## config.mk

```make
export PLATFORM = sky130hd
export DESIGN_NAME = cec_status_eval
export DESIGN_NICKNAME = d
export VERILOG_FILES = /design/src/hdl/cec_pkg.sv /design/src/hdl/cec_status_eval.sv
export SDC_FILE = /design/constraint.sdc
export NUM_CORES = 1
export LEC_CHECK = 0
export ABC_CLOCK_PERIOD_IN_PS = 9300
export BUFFER_PORTS_ARGS = -buffer_cell sky130_fd_sc_hd__buf_2
export CAP_MARGIN = 20
export CORE_UTILIZATION = 32
export DETAILED_ROUTE_END_ITERATION = 8
export PLACE_DENSITY = 0.61
export SYNTH_ARGS = -nofsm -noshare
export SYNTH_HDL_FRONTEND = slang
export SYNTH_SLANG_ARGS = --single-unit
export TNS_END_PERCENT = 10
```

## constraint.sdc

```tcl
create_clock -name vclk -period 9.3
set_input_delay 1.86 -clock vclk [all_inputs]
set_output_delay 1.86 -clock vclk [all_outputs]
set_load 0.005 [all_outputs]
```

## src/hdl/cec_pkg.sv

```systemverilog
package cec_pkg;

   localparam int POS_WIDTH = 33;
   localparam logic [POS_WIDTH-1:0] POS_SAT = 33'h1_0000_0000;
   localparam logic [POS_WIDTH-1:0] ENV_BYTES = 33'd24;
   localparam logic [63:0] FNV_BASIS = 64'hCBF2_9CE4_8422_2325;

   localparam int CSR_INDEX_WIDTH = 1;
   localparam int CSR_DATA_WIDTH = 32;
   localparam logic [CSR_INDEX_WIDTH-1:0] CSR_PROTOCOL_VERSION = 1'b0;
   localparam logic [CSR_INDEX_WIDTH-1:0] CSR_MAX_ENCODED_BYTES = 1'b1;

   typedef enum logic [2:0] {
      ST_OK       = 3'd0,
      ST_LIMIT    = 3'd1,
      ST_TRUNC    = 3'd2,
      ST_MAGIC    = 3'd3,
      ST_VERSION  = 3'd4,
      ST_INVALID  = 3'd5,
      ST_TRAILING = 3'd6,
      ST_CHECKSUM = 3'd7
   } status_type;

   typedef struct packed {
      logic [7:0] data_byte;
      logic       last_byte;
   } req_type;

   typedef struct packed {
      logic       payload_valid;
      logic [7:0] payload_out;
      logic       frame_done;
      logic [2:0] status;
   } rsp_type;

   typedef struct packed {
      logic [3:0]  magic_bad;
      logic [15:0] version;
      logic [15:0] reserved;
      logic [63:0] length;
      logic [63:0] sum;
   } hdr_type;

   // Expected envelope magic, "SWRW".
   function automatic logic [7:0] magic_byte(input logic [1:0] idx);
      logic [7:0] val;
      case (idx)
         2'd0: val = 8'h53;
         2'd1: val = 8'h57;
         2'd2: val = 8'h52;
         2'd3: val = 8'h57;
         default: val = 8'h00;
      endcase
      return val;
   endfunction

   // The FNV-1a 64 prime is 2^40 + 2^8 + 0xB3, so the product is a sum of shifts.
   function automatic logic [63:0] fnv_mul(input logic [63:0] acc);
      return (acc << 40) + (acc << 8) + (acc << 7) + (acc << 5) + (acc << 4)
             + (acc << 1) + acc;
   endfunction

endpackage

```

## src/hdl/cec_status_eval.sv

```systemverilog
module cec_status_eval
   import cec_pkg::*;
(
   input  logic [POS_WIDTH-1:0] pos,
   input  hdr_type              hdr,
   input  logic [63:0]          fnv,
   input  logic [15:0]          protocol_version,
   input  logic [31:0]          max_encoded_bytes,
   output status_type           status
);

   logic [POS_WIDTH-1:0] total;
   logic [POS_WIDTH-1:0] room;
   logic [31:0]          limit_room;

   assign total = pos + 33'd1;
   assign room = total - ENV_BYTES;
   assign limit_room = max_encoded_bytes - 32'd24;

   always_comb begin
      if (max_encoded_bytes < 32'd24) begin
         status = ST_INVALID;
      end else if (total > {1'b0, max_encoded_bytes}) begin
         status = ST_LIMIT;
      end else if (hdr.magic_bad[0]) begin
         status = ST_MAGIC;
      end else if (total <= 33'd1) begin
         status = ST_TRUNC;
      end else if (hdr.magic_bad[1]) begin
         status = ST_MAGIC;
      end else if (total <= 33'd2) begin
         status = ST_TRUNC;
      end else if (hdr.magic_bad[2]) begin
         status = ST_MAGIC;
      end else if (total <= 33'd3) begin
         status = ST_TRUNC;
      end else if (hdr.magic_bad[3]) begin
         status = ST_MAGIC;
      end else if (total < 33'd16) begin
         status = ST_TRUNC;
      end else if (hdr.length > {32'b0, limit_room}) begin
         status = ST_LIMIT;
      end else if (total < ENV_BYTES) begin
         status = ST_TRUNC;
      end else if (hdr.version != protocol_version) begin
         status = ST_VERSION;
      end else if (hdr.reserved != 16'd0) begin
         status = ST_INVALID;
      end else if (hdr.length > {31'b0, room}) begin
         status = ST_TRUNC;
      end else if (hdr.length < {31'b0, room}) begin
         status = ST_TRAILING;
      end else if (fnv != hdr.sum) begin
         status = ST_CHECKSUM;
      end else begin
         status = ST_OK;
      end
   end

endmodule

```

# Yosys cells after proc, flatten, opt, wreduce, memory -nomap -nowiden
# Cells that the tools add are included.
# classes
reduce_logical,1
n_eq_ne,2
n_mux,17
n_lt_le_gt_ge,10
addsub,3
# ops
op,n
"less-or-equal comparator 33 x 2 -> 1 bit, second input constant",2
"< comparator 33 x 5 -> 1 bit, second input constant",2
greater-than comparator 64 x 32 -> 1 bit,1
greater-than comparator 64 x 33 -> 1 bit,1
< comparator 64 x 33 -> 1 bit,1
!= test 64 bit,1
two-way mux 3 bit,17
"adder 33 x 1 -> 33 bit, second input constant",1
greater-than comparator 33 x 32 -> 1 bit,1
"less-or-equal comparator 33 x 1 -> 1 bit, second input constant",1
"subtractor 33 x 5 -> 33 bit, second input constant",1
"< comparator 32 x 5 -> 1 bit, second input constant",1
"subtractor 32 x 5 -> 32 bit, second input constant",1
!= test 16 bit,1
nonzero test 16 bit,1
# word_totals
regBits,0
inputBits,309

# Logic depth before layout (Yosys ltp)
# Gate-level depths: netlist (run 1).
# depth
depth_word,19
depth_mapped,21
depth_no_buf,20

# Worst setup path after synthesis (run 1)
# No wires, ideal clock.
# synth_timing
kind,input to output
start,in pos[5]
end,out status[2]
t_arrival_ps,6192
n_path_buf,2
path_slack_ps,1248
path_stages,18
path_cell_list,buf_2 nand4_4 or4_4 or3_4 a21oi_2 nand4_1 or3_1 buf_6 nor2_1 xnor2_1 ha_1 and4_1 and2_1 and4_1 a2111oi_0 and3b_1 nor4b_1 a21bo_1
# synth_between
elab_chain_len,19
# synth_lines
item,line,rtl
"start, declared",cec_status_eval.sv:4,"input logic [POS_WIDTH-1:0] pos,"
adder 33 x 1 -> 33 bit (*),cec_status_eval.sv:16,assign total = pos + 33'd1;
subtractor 33 x 5 -> 33 bit,cec_status_eval.sv:17,assign room = total - ENV_BYTES;
< comparator 64 x 33 -> 1 bit,cec_status_eval.sv:51,"end else if (hdr.length < {31'b0, room}) begin"
two-way mux 3 bit,cec_status_eval.sv:51,
two-way mux 3 bit,cec_status_eval.sv:49,"end else if (hdr.length > {31'b0, room}) begin"
two-way mux 3 bit,cec_status_eval.sv:47,end else if (hdr.reserved != 16'd0) begin
two-way mux 3 bit,cec_status_eval.sv:45,end else if (hdr.version != protocol_version) begin
two-way mux 3 bit,cec_status_eval.sv:43,end else if (total < ENV_BYTES) begin
[... 3 more ...],-,
two-way mux 3 bit,cec_status_eval.sv:35,end else if (total <= 33'd3) begin
two-way mux 3 bit,cec_status_eval.sv:33,end else if (hdr.magic_bad[2]) begin
two-way mux 3 bit,cec_status_eval.sv:31,end else if (total <= 33'd2) begin
two-way mux 3 bit,cec_status_eval.sv:29,end else if (hdr.magic_bad[1]) begin
two-way mux 3 bit,cec_status_eval.sv:27,end else if (total <= 33'd1) begin
two-way mux 3 bit,cec_status_eval.sv:25,end else if (hdr.magic_bad[0]) begin
two-way mux 3 bit (*),cec_status_eval.sv:23,"end else if (total > {1'b0, max_encoded_bytes}) begin"
two-way mux 3 bit (*),cec_status_eval.sv:21,if (max_encoded_bytes < 32'd24) begin
"end, declared",cec_status_eval.sv:9,output status_type status
# Mark *: on every way between the ends. The rest lies on a longest branch, timed or not.

# Final worst setup path (run 1)
# layout_timing
start,in pos[0]
end,out status[2]
# The elaborated chain is that of the path after synthesis.

==> results of run 1 <==
through the flow:
step           hold WS (ns)  setup slack [ns]
3_3_place_gp          4.224            0.4744
3_5_place_dp          4.229            0.3413
4_1_cts               4.232            0.3184
5_1_grt               4.264           0.03050
2_1_floorplan         3.928             1.248
6_report              4.217            0.4946
cells by family (layout without fill, tap and decap cells):
family                   after synthesis  count (layout)
multiplexers                           6               6
AO/OA/AOI/OAI                        122             122
buffers and inverters                 65             373
other                                  0               4
adder cells (fa/ha/maj)              104             104
AND/OR/NAND/NOR                      309             309
XOR/XNOR                             164             164
per-layer routing:
| metal | vias up | GRT usage | share of wire |
|---|---|---|---|
| met5 | - | 0 | 0 |
| met4 | 0 | 0.07491 | 0.030 |
| met3 | 35 | 0.02041 | 0.056 |
| met2 | 241 | 0.4465 | 0.51 |
| met1 | 3057 | 0.2806 | 0.41 |
| li1 | 3473 | - | - |
area by class of cell:
class / count / area (um2)
tap: 220 / 275.3
antenna: 4 / 10.01
multi-input combinational: 705 / 5353
inverter: 56 / 210.2
fill: 1821 / 9371
timing repair buffer: 317 / 1599
power by group through the flow:
stage / combinational, uW / clock, uW / sequential (uW)
floorplan: 154 / 0 / 0
global placement: 286 / 0 / 0
detailed placement: 289 / 0 / 0
CTS: 290 / 0 / 0
global route: 325 / 0.0000576 / 0
finish: 292 / 0.0000577 / 0
worst min path at each step:
stage,endpoint,cells past startpoint
6_report,status[0],5
5_1_grt,status[0],5
4_1_cts,status[0],5
3_5_place_dp,status[0],5
3_3_place_gp,status[0],5
2_1_floorplan,status[0],3
synthesized netlist by cell type (3+ instances only):
| master | instances | area share |
|---|---|---|
| or2_2 | 4 | 0.0045 |
| nand4_1 | 49 | 0.055 |
| nor2_1 | 54 | 0.036 |
| nor4_2 | 3 | 0.0067 |
| a221oi_1 | 5 | 0.0078 |
| o21bai_1 | 3 | 0.0040 |
| or4_1 | 3 | 0.0040 |
| nand2b_1 | 3 | 0.0034 |
| or3_1 | 7 | 0.0078 |
| and4_1 | 8 | 0.013 |
| nor4_1 | 32 | 0.036 |
| nor3_1 | 29 | 0.026 |
| xor2_1 | 30 | 0.047 |
| a211oi_1 | 6 | 0.0081 |
| a211o_1 | 3 | 0.0047 |
| nand2_1 | 44 | 0.030 |
| mux2i_1 | 5 | 0.0089 |
| ha_1 | 104 | 0.23 |
| nor2b_1 | 5 | 0.0056 |
| nand3_1 | 37 | 0.033 |
| o21ai_0 | 22 | 0.020 |
| a21o_1 | 15 | 0.020 |
| a21oi_1 | 40 | 0.036 |
| or4_4 | 3 | 0.0060 |
| and2_1 | 4 | 0.0045 |
| o211ai_1 | 7 | 0.0094 |
| a21boi_0 | 3 | 0.0040 |
| and3_1 | 9 | 0.010 |
| inv_1 | 56 | 0.038 |
| xnor2_1 | 134 | 0.21 |
| a2111oi_0 | 5 | 0.0078 |
| clkbuf_1 | 7 | 0.0047 |
repair_timing:
item	4_1_cts	5_1_grt
gates resized for setup	0	3
setup endpoints to repair	0	3
hold buffers	0	0
setup buffers	0	0
==> results_dict.tcl, run 1 <==
set metrics [dict create \
    status "completed" \
    syn_inst 770 \
    port-buffer-count 312 \
    hold_start "hdr[163]" \
    finalHoldViolCount 0 \
    regArea_um2 0 \
    rows 47 \
    vias 6806 \
    yosysWarnings 0 \
    worst-path-max-fanout 10 \
    syn2layout_area_growth_pct 33.15 \
    clkPwrFrac 0 \
    start_util 0.3325 \
    ys_seq_area_frac 0 \
    switching_share 0.5271 \
    worst-path-buf-inv 2 \
    max_stage_delay_ns 0.55 \
    tightest_slew_ns 0.6284 \
    final_cell_mix "312 x buf_2, 134 x xnor2_1, 104 x ha_1" \
    crit_required_ns 7.44 \
    first_iter_violations 312 \
    power.leakage_uw 0.003442 \
    ys_types 58 \
    cp_slowest_cell "or3_1" \
    worstSetupPathType "primary input to primary output" \
    end_kind "primary output" \
    ios 312 \
    synth.area.mux_share 0.01096 \
    power_density_nw_per_um2 39.17 \
    gr-total-overflow 0 \
    fin_util 0.4428 \
    fmax_ghz 0.1136 \
    synthAdderAreaFrac 0.2327 \
    power_frac_comb 1.000 \
    die_w_um 134.2 \
    synthSimpleGateAreaFrac 0.3134 \
    vdd_ir_drop_max_mv 0.01880 \
    grt_pass1_wl_mm 33.71 \
    dp_hpwl_mm 20.41 \
    critPathCapture "status[2]" \
    die-area_um2 18010 \
    drive_gt1_frac 0.3163 \
    crit_arrival_ns 6.95 \
    timing.final.crit_period_ns 8.805 \
    syn-num-nets 1183 \
    slew_violations 0 \
    syn-cell-area_um2 5593 \
    gp_congestion 0.8942 \
    wl_mm 22.27 \
    timing.final.crit_share 0.9468 \
    core_um2 16820 \
    cap_violations 0 \
    fin_tns_setup_ns 0 \
    critical_path.top_delay_family "simple AND/OR/NAND/NOR gates" \
    final_cells 1302 \
    rsz0062_at_grt "false" \
    dpl_cell_area_um2 7425 \
    drt_first_pass_iters 5 \
    ant_nets 0 \
    crit_chain "buf_2 > ha_1 > nand4_2 > nand4_1 > a2111oi_0 > o22ai_1 > a21oi_2 > nand4_1 > or3_1 > nor4_2 > xnor2_1 > ha_1 > nand3_1 > nor4_2 > and4_1 > and3_1 > nand2_1 > and3b_1 > nor4b_1 > a21bo_1 > buf_2" \
    grt_max_degree 11 \
    nFlopsAndLatches 0 \
    crit_path_start "pos[0]" \
    path_depth 21 \
    fin_nets 1493 \
    power_uw 291.7 \
    final_common_cell "buf_2" \
    n_clock_buffer 0 \
    antenna_found_initial 4 \
    grt_pass1_vias 6557 \
    p_seq_frac 0 \
    syn_area_per_cell_um2 7.263 \
    synth_compound_area_frac 0.1409 \
    placed_cells_incl_taps 1298 \
    fin_area_um2 7447 \
    holdCritPathClass "primary input to primary output" \
    die_h_um 134.2 \
    slew_headroom 0.5779 \
    setup_violations 0 \
    wl_per_cell_um 17.10 \
    synth_top_family_by_area "simple AND/OR/NAND/NOR gates" \
    yosys.area_share.xor_xnor 0.2568 \
    p_switching_uw 153.8 \
    gr-usage-all-layers 0.2371 \
    power.internal_uw 138.0 \
    routed_via_density 5.227 \
    start_kind "primary input" \
    drc 0 \
]
Power figures use the tool's default switching activity.
==> run 2: changes to the inputs <==
--- a/config.mk
+++ b/config.mk
@@ -10,7 +10,7 @@
 export CAP_MARGIN = 20
 export CORE_UTILIZATION = 32
 export DETAILED_ROUTE_END_ITERATION = 8
-export PLACE_DENSITY = 0.61
+export RECOVER_POWER = 100
 export SYNTH_ARGS = -nofsm -noshare
 export SYNTH_HDL_FRONTEND = slang
 export SYNTH_SLANG_ARGS = --single-unit
==> run 2 against run 1 <==
Net effect: worst hold slack got worse by 0.0015 ns; via count increased by 0.59%; critical path type unchanged; die area unchanged; total power down 0.49%; final area is essentially flat; cell count is 0.31% higher; global-route usage up 1.3 points; fmax fell by 0.71%.
==> results_dict.tcl, run 2 (synthesis results as in run 1) <==
set metrics [dict create \
    status "completed" \
    rsz0062_at_grt "false" \
    timing.final.crit_share 0.9535 \
    dpl_worst_slack_ns 0.3996 \
    wl_mm 23.50 \
    gr-usage-all-layers 0.2505 \
    cts_post_setup_buffers_inserted 0 \
    placed_cells_incl_taps 1298 \
    syn2layout_area_growth_pct 33.13 \
    slew_headroom 0.5036 \
    die-area_um2 18010 \
    nFlopsAndLatches 0 \
    fin_tns_setup_ns 0 \
    drt_first_pass_iters 5 \
    finalHoldViolCount 0 \
    routed_via_density 5.242 \
    grt_max_degree 11 \
    ant_nets 0 \
    rows 47 \
    vias 6846 \
    port-buffer-count 312 \
    holdCritPathClass "primary input to primary output" \
    final_common_cell "buf_2" \
    finalWorstSetupSlack_ns 0.4321 \
    final_cell_mix "312 x buf_2, 134 x xnor2_1, 104 x ha_1" \
    ios 312 \
    core_um2 16820 \
    end_kind "primary output" \
    power_uw 290.3 \
    start_util 0.3325 \
    fin_nets 1493 \
    cap_violations 0 \
    final_cells 1306 \
    worstSetupPathType "primary input to primary output" \
    die_h_um 134.2 \
    nFillCells 1809 \
    worst-path-max-fanout 10 \
    drive_gt1_frac 0.3145 \
    gp_congestion 0.9427 \
    start_kind "primary input" \
    crit_arrival_ns 7.01 \
    dp_hpwl_mm 21.30 \
    drc 0 \
    power.leakage_uw 0.003442 \
    tightest_slew_ns 0.7393 \
    antenna_found_initial 8 \
    fmax_ghz 0.1128 \
    multiInputGateArea_um2 5341 \
    vdd_ir_drop_max_mv 0.01793 \
    first_iter_violations 247 \
    wl_per_cell_um 17.99 \
    grt_pass1_wl_mm 35.19 \
    power_density_nw_per_um2 38.99 \
    timing.final.crit_period_ns 8.868 \
    grt_pass1_vias 6616 \
    holdWs_ns 4.216 \
    gr-total-overflow 0 \
    slew_violations 0 \
    setup_violations 0 \
    crit_required_ns 7.44 \
    regArea_um2 0 \
    die_w_um 134.2 \
    n_clock_buffer 0 \
]
## run 2: cell types whose count changed in the layout (fill, tap and decap cells not counted)
cell	before	now
a2111oi_2	1	0
nor4_2	4	3
nor4_1	31	32
diode_2	4	8
a2111oi_1	0	1
## run 2: stage by stage
step / instance area (um2) / utilization
6_report: 7446 / 0.4427
3_5_place_dp: 7425 / 0.4415
5_1_grt: 7446 / 0.4427
4_1_cts: 7425 / 0.4415
3_3_place_gp: 7425 / 0.4415
2_1_floorplan: 5593 / -
## run 2: repair_timing
item,in CTS,in global routing
gates resized for setup,0,1
hold buffers,0,0
endpoints found under the setup margin,0,2
## run 2: where the power goes
group	leakage (uW)	internal [uW]	switching, uW
logic	0.00344	137	153
registers	0	0	0
clock network	0.0000000507	0.000115	0
total	0.00344	137	153
## run 2: path summary, 6_finish.rpt
kind / startpoint / to / slack, ns / cells after the start
worst max-delay path: pos[0] / status[2] / 0.43 / 21
worst min-delay path: hdr[163] / status[0] / 4.22 / 5
## run 2: critical path, cell delays in order
cell and delay [ns]:
buf_2 0.17, ha_1 0.27, nand4_2 0.19, nand4_1 0.15, a2111oi_1 0.48, o22ai_1 0.25, a21oi_2 0.32, nand4_1 0.18
or3_1 0.55, nor4_2 0.33, xnor2_1 0.15, ha_1 0.26, nand3_1 0.14, nor4_1 0.10, and4_1 0.18, a2111oi_0 0.49
buf_4 0.20, and3b_1 0.17, nor4b_1 0.28, a21bo_1 0.14, buf_2 0.12
## run 2: area by class of cell
type,instances,share of cell area
inverter,56,0.02823
tap,220,0.03697
antenna,8,0.002689
timing repair buffer,317,0.2148
multi-input combinational,705,0.7174
## run 2: layer usage
| metal | share of wire | wire length, um | track usage |
|---|---|---|---|
| met5 | 0 | 0 | 0 |
| met4 | 0.012 | 282 | 0.05119 |
| met3 | 0.059 | 1395 | 0.01890 |
| met2 | 0.54 | 12590 | 0.4911 |
| met1 | 0.39 | 9231 | 0.2928 |
